## src/tst_pkg.sv

```systemverilog
// Shared widths, codes and types for the touch swipe tracker.
`default_nettype none

package tst_pkg;

	localparam int TS_W       = 32;
	localparam int CNT_W      = 4;
	localparam int RAW_W      = 12;
	localparam int POS_W      = 9;
	localparam int GEST_W     = 2;
	localparam int THR_W      = 12;
	localparam int TMO_W      = 16;
	localparam int MAG_W      = RAW_W + 1;
	localparam int CFG_IDX_W  = 2;
	localparam int CFG_DATA_W = 16;

	localparam int PANEL_WIDTH_DEF  = 280;
	localparam int PANEL_HEIGHT_DEF = 456;

	localparam logic [THR_W-1:0] THRESH_RST  = THR_W'(45);
	localparam logic [TMO_W-1:0] TIMEOUT_RST = TMO_W'(80);

	localparam logic [CFG_IDX_W-1:0] REG_DEVICE_ONLINE = CFG_IDX_W'(0);
	localparam logic [CFG_IDX_W-1:0] REG_SWIPE_THRESH  = CFG_IDX_W'(1);
	localparam logic [CFG_IDX_W-1:0] REG_RELEASE_TMO   = CFG_IDX_W'(2);

	localparam logic [GEST_W-1:0] GEST_NONE  = GEST_W'(0);
	localparam logic [GEST_W-1:0] GEST_LEFT  = GEST_W'(1);
	localparam logic [GEST_W-1:0] GEST_RIGHT = GEST_W'(2);

	typedef struct packed {
		logic             device_online;
		logic [THR_W-1:0] swipe_threshold;
		logic [TMO_W-1:0] release_timeout_ms;
	} cfg_t;

	typedef struct packed {
		logic [TS_W-1:0]  now_ms;
		logic             count_read_ok;
		logic [CNT_W-1:0] point_count;
		logic             coord_read_ok;
		logic [RAW_W-1:0] raw_x;
		logic [RAW_W-1:0] raw_y;
	} poll_t;

endpackage

`default_nettype wire

```

## src/tst_if.sv

```systemverilog
// Channel interfaces: poll input, result output and register write.
`default_nettype none

interface tst_poll_if
	import tst_pkg::*;
();
	logic             valid;
	logic             ready;
	logic [TS_W-1:0]  now_ms;
	logic             count_read_ok;
	logic [CNT_W-1:0] point_count;
	logic             coord_read_ok;
	logic [RAW_W-1:0] raw_x;
	logic [RAW_W-1:0] raw_y;

	modport source (output valid, now_ms, count_read_ok, point_count, coord_read_ok,
		raw_x, raw_y, input ready);
	modport sink (input valid, now_ms, count_read_ok, point_count, coord_read_ok,
		raw_x, raw_y, output ready);
endinterface

interface tst_res_if
	import tst_pkg::*;
();
	logic              valid;
	logic              ready;
	logic              pressed;
	logic [POS_W-1:0]  pos_x;
	logic [POS_W-1:0]  pos_y;
	logic [GEST_W-1:0] gesture;

	modport source (output valid, pressed, pos_x, pos_y, gesture, input ready);
	modport sink (input valid, pressed, pos_x, pos_y, gesture, output ready);
endinterface

interface tst_cfg_if
	import tst_pkg::*;
();
	logic                  valid;
	logic                  ready;
	logic [CFG_IDX_W-1:0]  index;
	logic [CFG_DATA_W-1:0] data;

	modport source (output valid, index, data, input ready);
	modport sink (input valid, index, data, output ready);
endinterface

`default_nettype wire

```

## src/touch_swipe_tracker_core.sv

```systemverilog
// Top level: poll register, single-pass tracking logic and result register.
// A transferred poll passes through the poll register and then the result register.
// Throughput: one poll per cycle while the result register is not stalled; the
// state update for a poll is computed combinationally between the two registers.
// A stalled result register holds the poll register, which then holds input.
// Reset (arst_n low, asynchronous) empties both registers and clears all
// tracking state; registers return to online 0, threshold 45, timeout 80 ms.
`default_nettype none

module touch_swipe_tracker_core
	import tst_pkg::*;
#(
	parameter int PANEL_WIDTH  = PANEL_WIDTH_DEF,
	parameter int PANEL_HEIGHT = PANEL_HEIGHT_DEF
) (
	input  logic       clk,
	input  logic       arst_n,
	tst_poll_if.sink   poll,
	tst_res_if.source  res,
	tst_cfg_if.sink    cfg
);

	localparam int XW = $clog2(PANEL_HEIGHT);
	localparam int YW = $clog2(PANEL_WIDTH);
	localparam logic [RAW_W-1:0] X_TOP = RAW_W'(PANEL_WIDTH - 1);
	localparam logic [RAW_W-1:0] Y_TOP = RAW_W'(PANEL_HEIGHT - 1);

	cfg_t cfg_q;

	tst_cfg_regs u_cfg_regs (
		.clk    (clk),
		.arst_n (arst_n),
		.cfg    (cfg),
		.cfg_q  (cfg_q)
	);

	poll_t poll_s1;
	logic  poll_valid_s1;
	logic  advance;

	logic              out_valid_q;
	logic              out_pressed_q;
	logic [POS_W-1:0]  out_pos_x_q;
	logic [POS_W-1:0]  out_pos_y_q;
	logic [GEST_W-1:0] out_gesture_q;

	logic          tracking_q;
	logic          gesture_done_q;
	logic [XW-1:0] start_x_q;
	logic [YW-1:0] start_y_q;
	logic [TS_W-1:0] last_event_q;
	logic          pressed_q;
	logic [XW-1:0] cur_x_q;
	logic [YW-1:0] cur_y_q;

	logic          tracking_d;
	logic          gesture_done_d;
	logic [XW-1:0] start_x_d;
	logic [YW-1:0] start_y_d;
	logic [TS_W-1:0] last_event_d;
	logic          pressed_d;
	logic [XW-1:0] cur_x_d;
	logic [YW-1:0] cur_y_d;
	logic [GEST_W-1:0] gesture_d;

	logic [TS_W-1:0]  elapsed;
	logic             timed_out;
	logic [RAW_W-1:0] cx;
	logic [RAW_W-1:0] cy;
	logic [XW-1:0]    new_x;
	logic [YW-1:0]    new_y;
	logic signed [MAG_W-1:0] dx;
	logic signed [MAG_W-1:0] dy;
	logic [MAG_W-1:0] adx;
	logic [MAG_W-1:0] ady;
	logic             swipe;

	assign advance    = poll_valid_s1 && (!out_valid_q || res.ready);
	assign poll.ready = !poll_valid_s1 || advance;

	always_ff @(posedge clk or negedge arst_n) begin
		if (!arst_n) begin
			poll_valid_s1 <= 1'b0;
		end else if (poll.ready) begin
			poll_valid_s1 <= poll.valid;
		end
	end

	always_ff @(posedge clk) begin
		if (poll.valid && poll.ready) begin
			poll_s1.now_ms        <= poll.now_ms;
			poll_s1.count_read_ok <= poll.count_read_ok;
			poll_s1.point_count   <= poll.point_count;
			poll_s1.coord_read_ok <= poll.coord_read_ok;
			poll_s1.raw_x         <= poll.raw_x;
			poll_s1.raw_y         <= poll.raw_y;
		end
	end

	assign elapsed   = poll_s1.now_ms - last_event_q;
	assign timed_out = elapsed > TS_W'(cfg_q.release_timeout_ms);

	assign cx    = (poll_s1.raw_x > X_TOP) ? X_TOP : poll_s1.raw_x;
	assign cy    = (poll_s1.raw_y > Y_TOP) ? Y_TOP : poll_s1.raw_y;
	assign new_x = XW'(Y_TOP - cy);
	assign new_y = YW'(cx);

	assign dx  = $signed(MAG_W'(new_x)) - $signed(MAG_W'(start_x_q));
	assign dy  = $signed(MAG_W'(new_y)) - $signed(MAG_W'(start_y_q));
	assign adx = dx[MAG_W-1] ? MAG_W'(-dx) : MAG_W'(dx);
	assign ady = dy[MAG_W-1] ? MAG_W'(-dy) : MAG_W'(dy);
	assign swipe = (adx > MAG_W'(cfg_q.swipe_threshold)) && (adx > ady);

	always_comb begin
		tracking_d     = tracking_q;
		gesture_done_d = gesture_done_q;
		start_x_d      = start_x_q;
		start_y_d      = start_y_q;
		last_event_d   = last_event_q;
		pressed_d      = pressed_q;
		cur_x_d        = cur_x_q;
		cur_y_d        = cur_y_q;
		gesture_d      = GEST_NONE;
		priority if (!cfg_q.device_online) begin
			pressed_d = 1'b0;
		end else if (!poll_s1.count_read_ok) begin
			if (timed_out) begin
				pressed_d  = 1'b0;
				tracking_d = 1'b0;
			end
		end else if (poll_s1.point_count == '0) begin
			if (timed_out) begin
				pressed_d      = 1'b0;
				tracking_d     = 1'b0;
				gesture_done_d = 1'b0;
			end
		end else if (poll_s1.coord_read_ok) begin
			cur_x_d = new_x;
			cur_y_d = new_y;
			if (!tracking_q) begin
				start_x_d      = new_x;
				start_y_d      = new_y;
				tracking_d     = 1'b1;
				gesture_done_d = 1'b0;
			end else if (!gesture_done_q && swipe) begin
				gesture_d      = dx[MAG_W-1] ? GEST_LEFT : GEST_RIGHT;
				gesture_done_d = 1'b1;
			end
			pressed_d    = 1'b1;
			last_event_d = poll_s1.now_ms;
		end else begin
			// hold all state on a failed coordinate read
		end
	end

	always_ff @(posedge clk or negedge arst_n) begin
		if (!arst_n) begin
			tracking_q     <= 1'b0;
			gesture_done_q <= 1'b0;
			start_x_q      <= '0;
			start_y_q      <= '0;
			last_event_q   <= '0;
			pressed_q      <= 1'b0;
			cur_x_q        <= '0;
			cur_y_q        <= '0;
		end else if (advance) begin
			tracking_q     <= tracking_d;
			gesture_done_q <= gesture_done_d;
			start_x_q      <= start_x_d;
			start_y_q      <= start_y_d;
			last_event_q   <= last_event_d;
			pressed_q      <= pressed_d;
			cur_x_q        <= cur_x_d;
			cur_y_q        <= cur_y_d;
		end
	end

	always_ff @(posedge clk or negedge arst_n) begin
		if (!arst_n) begin
			out_valid_q <= 1'b0;
		end else if (advance) begin
			out_valid_q <= 1'b1;
		end else if (res.ready) begin
			out_valid_q <= 1'b0;
		end
	end

	always_ff @(posedge clk) begin
		if (advance) begin
			out_pressed_q <= pressed_d;
			out_pos_x_q   <= POS_W'(cur_x_d);
			out_pos_y_q   <= POS_W'(cur_y_d);
			out_gesture_q <= gesture_d;
		end
	end

	assign res.valid   = out_valid_q;
	assign res.pressed = out_pressed_q;
	assign res.pos_x   = out_pos_x_q;
	assign res.pos_y   = out_pos_y_q;
	assign res.gesture = out_gesture_q;

`ifndef SYNTH
	a_gesture_pressed: assert property (@(posedge clk) disable iff (!arst_n)
		res.valid && res.gesture != GEST_NONE |-> res.pressed)
		else $error("gesture reported without pressed");

	a_offline_released: assert property (@(posedge clk) disable iff (!arst_n)
		advance && !cfg_q.device_online |=> !pressed_q && !out_pressed_q)
		else $error("pressed set while device offline");

	a_gesture_once: assert property (@(posedge clk) disable iff (!arst_n)
		advance && gesture_d != GEST_NONE |=> gesture_done_q && tracking_q)
		else $error("swipe did not latch gesture_done");

	a_empty_ready: assert property (@(posedge clk) disable iff (!arst_n)
		!out_valid_q |-> poll.ready)
		else $error("poll stalled with result register empty");
`endif

endmodule

`default_nettype wire

```

## src/tst_cfg_regs.sv

```systemverilog
// Configuration register file for the touch swipe tracker.
`default_nettype none

module tst_cfg_regs
	import tst_pkg::*;
(
	input  logic      clk,
	input  logic      arst_n,
	tst_cfg_if.sink   cfg,
	output cfg_t      cfg_q
);

	assign cfg.ready = 1'b1;

	always_ff @(posedge clk or negedge arst_n) begin
		if (!arst_n) begin
			cfg_q.device_online      <= 1'b0;
			cfg_q.swipe_threshold    <= THRESH_RST;
			cfg_q.release_timeout_ms <= TIMEOUT_RST;
		end else if (cfg.valid) begin
			unique case (cfg.index)
				REG_DEVICE_ONLINE: cfg_q.device_online      <= cfg.data[0];
				REG_SWIPE_THRESH:  cfg_q.swipe_threshold    <= cfg.data[THR_W-1:0];
				REG_RELEASE_TMO:   cfg_q.release_timeout_ms <= cfg.data[TMO_W-1:0];
				default: ;
			endcase
		end
	end

endmodule

`default_nettype wire

```

## src/flat_wrapper.sv

```systemverilog
// flat-port wrapper written by rule: the top's interface ports become plain ports
module touch_swipe_tracker_core_flat import tst_pkg::*;
#(
	parameter int PANEL_WIDTH  = PANEL_WIDTH_DEF,
	parameter int PANEL_HEIGHT = PANEL_HEIGHT_DEF
)
  (clk, arst_n, poll_valid, poll_now_ms, poll_count_read_ok, poll_point_count, poll_coord_read_ok, poll_raw_x, poll_raw_y, poll_ready, res_valid, res_pressed, res_pos_x, res_pos_y, res_gesture, res_ready, cfg_valid, cfg_index, cfg_data, cfg_ready);
  tst_poll_if poll_i ();
  tst_res_if res_i ();
  tst_cfg_if cfg_i ();
  input  logic clk;
  input  logic arst_n;
  input wire logic [$bits(poll_i.valid)-1:0] poll_valid;
  input wire logic [$bits(poll_i.now_ms)-1:0] poll_now_ms;
  input wire logic [$bits(poll_i.count_read_ok)-1:0] poll_count_read_ok;
  input wire logic [$bits(poll_i.point_count)-1:0] poll_point_count;
  input wire logic [$bits(poll_i.coord_read_ok)-1:0] poll_coord_read_ok;
  input wire logic [$bits(poll_i.raw_x)-1:0] poll_raw_x;
  input wire logic [$bits(poll_i.raw_y)-1:0] poll_raw_y;
  output wire logic [$bits(poll_i.ready)-1:0] poll_ready;
  output wire logic [$bits(res_i.valid)-1:0] res_valid;
  output wire logic [$bits(res_i.pressed)-1:0] res_pressed;
  output wire logic [$bits(res_i.pos_x)-1:0] res_pos_x;
  output wire logic [$bits(res_i.pos_y)-1:0] res_pos_y;
  output wire logic [$bits(res_i.gesture)-1:0] res_gesture;
  input wire logic [$bits(res_i.ready)-1:0] res_ready;
  input wire logic [$bits(cfg_i.valid)-1:0] cfg_valid;
  input wire logic [$bits(cfg_i.index)-1:0] cfg_index;
  input wire logic [$bits(cfg_i.data)-1:0] cfg_data;
  output wire logic [$bits(cfg_i.ready)-1:0] cfg_ready;
  assign poll_i.valid = poll_valid;
  assign poll_i.now_ms = poll_now_ms;
  assign poll_i.count_read_ok = poll_count_read_ok;
  assign poll_i.point_count = poll_point_count;
  assign poll_i.coord_read_ok = poll_coord_read_ok;
  assign poll_i.raw_x = poll_raw_x;
  assign poll_i.raw_y = poll_raw_y;
  assign poll_ready = poll_i.ready;
  assign res_valid = res_i.valid;
  assign res_pressed = res_i.pressed;
  assign res_pos_x = res_i.pos_x;
  assign res_pos_y = res_i.pos_y;
  assign res_gesture = res_i.gesture;
  assign res_i.ready = res_ready;
  assign cfg_i.valid = cfg_valid;
  assign cfg_i.index = cfg_index;
  assign cfg_i.data = cfg_data;
  assign cfg_ready = cfg_i.ready;
  touch_swipe_tracker_core #(.PANEL_WIDTH(PANEL_WIDTH), .PANEL_HEIGHT(PANEL_HEIGHT)) u_core (.clk(clk), .arst_n(arst_n), .poll(poll_i), .res(res_i), .cfg(cfg_i));
endmodule
```

## config.mk

```make
export PLATFORM = sky130hd
export DESIGN_NAME = touch_swipe_tracker_core_flat
export DESIGN_NICKNAME = d
export VERILOG_FILES = /design/src/tst_pkg.sv /design/src/tst_if.sv /design/src/touch_swipe_tracker_core.sv /design/src/tst_cfg_regs.sv /design/src/flat_wrapper.sv
export SDC_FILE = /design/constraint.sdc
export NUM_CORES = 1
export LEC_CHECK = 0
export BUFFER_PORTS_ARGS = -buffer_cell sky130_fd_sc_hd__buf_2
export CAP_MARGIN = 20
export CORE_ASPECT_RATIO = 0.5
export CORE_MARGIN = 1.5
export CORE_UTILIZATION = 54
export DETAILED_ROUTE_END_ITERATION = 7
export GPL_ROUTABILITY_DRIVEN = 0
export PLACE_DENSITY = 0.79
export SLEW_MARGIN = 20
export SYNTH_ARGS = -nofsm -noshare
export SYNTH_HDL_FRONTEND = slang
export SYNTH_SLANG_ARGS = --single-unit
```

## constraint.sdc

```tcl
create_clock -name clk -period 5.14 [get_ports clk]
set_input_delay 0.257 -clock clk [delete_from_list [all_inputs] [get_ports clk]]
set_output_delay 0.257 -clock clk [all_outputs]
set_load 0.005 [all_outputs]
```

==> impl_metrics.xml <==
<?xml version="1.0" encoding="UTF-8"?>
<metrics>
  <group name="run_status">
    <metric name="result_of_the_run" unit="">complete, no violations</metric>
  </group>
  <group name="global_route">
    <metric name="grt_most_used_layer" unit="">met2</metric>
    <metric name="grt_max_degree" unit="">66</metric>
    <metric name="grt_first_pass_wirelength" unit="um">40100</metric>
    <metric name="first_global_vias" unit="">8420</metric>
    <metric name="global_route.usage.total" unit="%">24.3</metric>
    <metric name="overflow" unit="">0</metric>
    <metric name="grt_util_met2" unit="%">43.2</metric>
    <metric name="global_route.usage.met3" unit="%">4.82</metric>
    <metric name="initial_antenna_violation_count" unit="">0</metric>
    <metric name="grt_use_met1" unit="%">29.6</metric>
  </group>
  <group name="routing">
    <metric name="drc" unit="">0</metric>
    <metric name="drt-wirelength-per-cell" unit="um">16.6</metric>
    <metric name="dr.pass1.iters" unit="">5</metric>
    <metric name="routed_wirelength" unit="um">25800</metric>
    <metric name="routed_via_density" unit="">5.65</metric>
    <metric name="vias" unit="">8785</metric>
    <metric name="postRouteAntennaNets" unit="">0</metric>
    <metric name="drt_iter0_drcs" unit="">519</metric>
  </group>
  <group name="yosys">
    <metric name="yosys_most_used_dff" unit="">sky130_fd_sc_hd__dfrtp_1</metric>
    <metric name="post_synth_num_cell_types" unit="">70</metric>
    <metric name="syn-mean-instance-area" unit="um2">9.90</metric>
    <metric name="synthMostInstantiatedCell" unit="">sky130_fd_sc_hd__nand2_1</metric>
    <metric name="synth_enable_flop_cells" unit="">83</metric>
    <metric name="yosysSeqAreaShare" unit="%">46.6</metric>
    <metric name="post_synthesis_cell_count" unit="">1096</metric>
    <metric name="post_synth_instance_area" unit="mm2">0.0109</metric>
    <metric name="yosysWarnings" unit="">0</metric>
    <metric name="most_frequent_cells_after_synthesis" unit="">157 x sky130_fd_sc_hd__nand2_1, 117 x sky130_fd_sc_hd__o21ai_0, 101 x sky130_fd_sc_hd__inv_1, 96 x sky130_fd_sc_hd__dfrtp_1, 91 x sky130_fd_sc_hd__ha_1</metric>
    <metric name="synth.largest_area_cell" unit="">sky130_fd_sc_hd__edfxtp_1</metric>
    <metric name="post-synth-top-area-fraction" unit="%">23.0</metric>
    <metric name="synth.ff_latch_count" unit="">185</metric>
    <metric name="ys_top_cells_by_area" unit="">sky130_fd_sc_hd__edfxtp_1 23%, sky130_fd_sc_hd__dfrtp_1 22%, sky130_fd_sc_hd__ha_1 10%, sky130_fd_sc_hd__nand2_1 5.4%, sky130_fd_sc_hd__o21ai_0 5.4%</metric>
    <metric name="synth_async_sr_flop_share" unit="%">55.1</metric>
  </group>
  <group name="clock_tree">
    <metric name="clock_tree.htree_level_count" unit="">4</metric>
    <metric name="buffer_depth_of_the_longest_clock_path" unit="">2</metric>
    <metric name="cts_root_buf" unit="">sky130_fd_sc_hd__clkbuf_16</metric>
    <metric name="worstSkewPairLatency" unit="ns">0.46</metric>
    <metric name="clock_sinks" unit="">185</metric>
    <metric name="worst_setup_hold_path_clk_slew" unit="ns">0.07</metric>
    <metric name="tritoncts" unit="">yes</metric>
    <metric name="cts-buffers-inserted" unit="">17</metric>
  </group>
  <group name="layout">
    <metric name="final_core_utilization" unit="%">67.7</metric>
    <metric name="post_layout_nonfiller_instances" unit="">1556</metric>
    <metric name="relative_area_change_from_synthesis_to_final_layout" unit="%">22.3</metric>
    <metric name="n_antenna_cell" unit="">0</metric>
    <metric name="nNetsFinal" unit="">1456</metric>
    <metric name="final_layout_size_suffix_gt1_share" unit="%">20.7</metric>
  </group>
  <group name="die">
    <metric name="y_dimension_of_the_die" unit="um">103</metric>
    <metric name="die_area" unit="mm2">0.0210</metric>
    <metric name="initial_utilization" unit="%">55.4</metric>
    <metric name="row_count" unit="">36</metric>
    <metric name="io-pin-count" unit="">109</metric>
    <metric name="placeableCoreArea" unit="mm2">0.0196</metric>
    <metric name="fp.dieW" unit="um">203</metric>
  </group>
  <group name="setup_path">
    <metric name="critical_path_start_end_classification" unit="">flop to flop</metric>
    <metric name="timing.critical_path.fanout_max" unit="">6</metric>
    <metric name="cp_data_arrival_time" unit="ns">5.34</metric>
    <metric name="setup.worst_path.end_class" unit="">flop</metric>
    <metric name="timing.critical_path.from_type" unit="">flop</metric>
    <metric name="crit_path_required_time" unit="ns">5.46</metric>
  </group>
  <group name="min_path">
    <metric name="hold_path_class" unit="">primary input to flop</metric>
  </group>
  <group name="placed_design">
    <metric name="dpl.cell_count" unit="">1450</metric>
    <metric name="detailedPlacementHpwl" unit="um">17500</metric>
    <metric name="preCtsSetupSlack" unit="ns">-0.222</metric>
    <metric name="port_buffers" unit="">107</metric>
  </group>
  <group name="sta">
    <metric name="final_cycle_share" unit="%">97.8</metric>
    <metric name="fmaxAchievable" unit="GHz">0.199</metric>
    <metric name="rel_slew_slack" unit="%">31.5</metric>
    <metric name="final.setup_skew" unit="ns">0.0132</metric>
    <metric name="timing.final.ws_setup" unit="ns">0.114</metric>
    <metric name="timing_hold_violations_final" unit="">0</metric>
    <metric name="fin_worst_hold_slack" unit="ns">0.0363</metric>
    <metric name="period_minus_slack" unit="ns">5.03</metric>
    <metric name="worstMarginPinSlew" unit="ns">1.03</metric>
    <metric name="report.final.setup_viol" unit="">0</metric>
    <metric name="slew_viol_final" unit="">0</metric>
  </group>
  <group name="power">
    <metric name="power_per_cell_area" unit="mW/mm2">509</metric>
    <metric name="peakVddDrop" unit="mV">0.254</metric>
    <metric name="leakagePower" unit="nW">5.85</metric>
    <metric name="power" unit="W">0.00675</metric>
  </group>
  <group name="flow_run">
    <metric name="max_cap_viol_count" unit="">0</metric>
  </group>
</metrics>
## state kept, by name, indices dropped and copies added, names as in the netlist, 2 cells and up
name,count
u_core.poll_s1,62
u_core.res.gesture,2
u_core.u_cfg_regs.cfg_q,29
u_core.res.pos_x,9
u_core.start_x_q,9
u_core.last_event_q,32
u_core.start_y_q,9
u_core.res.pos_y,9
u_core.cur_x_q,9
u_core.cur_y_q,9
## critical path, cell delays in order (launching register included)
cell and delay, ns:
sky130_fd_sc_hd__edfxtp_1 0.44, sky130_fd_sc_hd__nor3_2 0.28, sky130_fd_sc_hd__nor2_2 0.10, sky130_fd_sc_hd__a21oi_4 0.21, sky130_fd_sc_hd__buf_6 0.16, sky130_fd_sc_hd__nand2b_1 0.12, sky130_fd_sc_hd__ha_1 0.24, sky130_fd_sc_hd__inv_1 0.07
sky130_fd_sc_hd__fa_2 0.44, sky130_fd_sc_hd__inv_2 0.10, sky130_fd_sc_hd__nand3_1 0.12, sky130_fd_sc_hd__or3_4 0.42, sky130_fd_sc_hd__or3_1 0.40, sky130_fd_sc_hd__nor4b_2 0.25, sky130_fd_sc_hd__buf_4 0.17, sky130_fd_sc_hd__ha_1 0.17
sky130_fd_sc_hd__nor2_1 0.05, sky130_fd_sc_hd__nor3b_1 0.28, sky130_fd_sc_hd__o2111ai_2 0.16, sky130_fd_sc_hd__a2111oi_2 0.38, sky130_fd_sc_hd__nor2b_1 0.19, sky130_fd_sc_hd__nor2b_1 0.14
## power by group
group	total [W]	internal, W	switching, W
Clock	0.00130	0.000692	0.000608
Sequential	0.00198	0.00184	0.000131
Combinational	0.00348	0.00149	0.00199
## final cells by class
class | instances | area [um2]
Clock inverter | 14 | 140
Timing Repair Buffer | 195 | 1380
Fill cell | 1446 | 6330
Clock buffer | 18 | 439
Multi-Input combinational cell | 777 | 5550
Tap cell | 266 | 333
Sequential cell | 185 | 5050
Inverter | 101 | 379
## final timing paths
path | start | end | slack [ns] | depth (start not counted)
min in group asynchronous | arst_n | u_core.last_event_q[7]$_DFFE_PN0P_ | 0.36 | 2
max reg2reg | u_core.poll_s1[3]$_DFFE_PP_ | u_core.res.gesture[1]$_SDFFCE_PP0P_ | 0.11 | 21
max | u_core.poll_s1[3]$_DFFE_PP_ | u_core.res.gesture[1]$_SDFFCE_PP0P_ | 0.11 | 21
min reg2reg | u_core.cur_y_q[6]$_DFFE_PN0P_ | u_core.cur_y_q[6]$_DFFE_PN0P_ | 0.49 | 2
max in group asynchronous | arst_n | u_core.start_y_q[1]$_DFFE_PN0P_ | 3.59 | 3
min | cfg_data[12] | u_core.u_cfg_regs.cfg_q[12]$_DFFE_PN0P_ | 0.04 | 2
## cell families after synthesis
kind of cell | after synthesis | synth area share (%)
mux | 42 | 4.29
flops | 185 | 46.6
other cells | 2 | 0.0692
buf+inv | 138 | 5.15
compound gates | 270 | 15.3
simple gates | 321 | 14.0
xor+xnor | 44 | 3.55
fa+ha+maj | 94 | 11.0
## cells in the final DEF (no fill, tap or decap), types with 6 or more instances in the layout
master and n:
sky130_fd_sc_hd__edfxtp_1 83, sky130_fd_sc_hd__dfrtp_1 96, sky130_fd_sc_hd__dlygate4sd3_1 64, sky130_fd_sc_hd__nor2_1 36
sky130_fd_sc_hd__mux2i_1 6, sky130_fd_sc_hd__ha_1 88, sky130_fd_sc_hd__xor2_1 17, sky130_fd_sc_hd__clkbuf_16 17
sky130_fd_sc_hd__nor4_1 7, sky130_fd_sc_hd__nand3_1 8, sky130_fd_sc_hd__xnor2_1 22, sky130_fd_sc_hd__buf_2 106
sky130_fd_sc_hd__buf_4 23, sky130_fd_sc_hd__nor2b_1 12, sky130_fd_sc_hd__o21ai_0 108, sky130_fd_sc_hd__mux2_2 36
sky130_fd_sc_hd__and2_1 7, sky130_fd_sc_hd__a21oi_1 52, sky130_fd_sc_hd__nand2b_1 12, sky130_fd_sc_hd__a21o_1 15
sky130_fd_sc_hd__dfstp_2 6, sky130_fd_sc_hd__inv_1 99, sky130_fd_sc_hd__nand4_1 18, sky130_fd_sc_hd__o21a_1 18
sky130_fd_sc_hd__a31oi_1 6, sky130_fd_sc_hd__o21bai_1 6, sky130_fd_sc_hd__conb_1 6, sky130_fd_sc_hd__nor3_1 10
sky130_fd_sc_hd__nand2_1 153
## routing by layer
| layer | up-vias | share of wire [%] |
|---|---|---|
| li1 | 4241 | - |
| met1 | 4249 | 43 |
| met2 | 247 | 51 |
| met3 | 48 | 4.2 |
| met4 | 0 | 2.3 |
| met5 | - | 0 |
## timing repair
action	in CTS	in global routing
endpoints found under the setup margin	3	3
endpoints found under the hold margin	105	0
pin swaps	0	20
buffers inserted	0	9
cloned	0	0
gates resized for setup	13	60
hold buffers	64	0
## metrics by stage
stage               area, um2  setup TNS, ns
floorplan               10900              0
global placement        11700       -0.00651
detailed placement      11700         -0.520
CTS                     12900              0
global route            13300         -0.225
finish                  13300              0
Power figures use the tool's default switching activity.
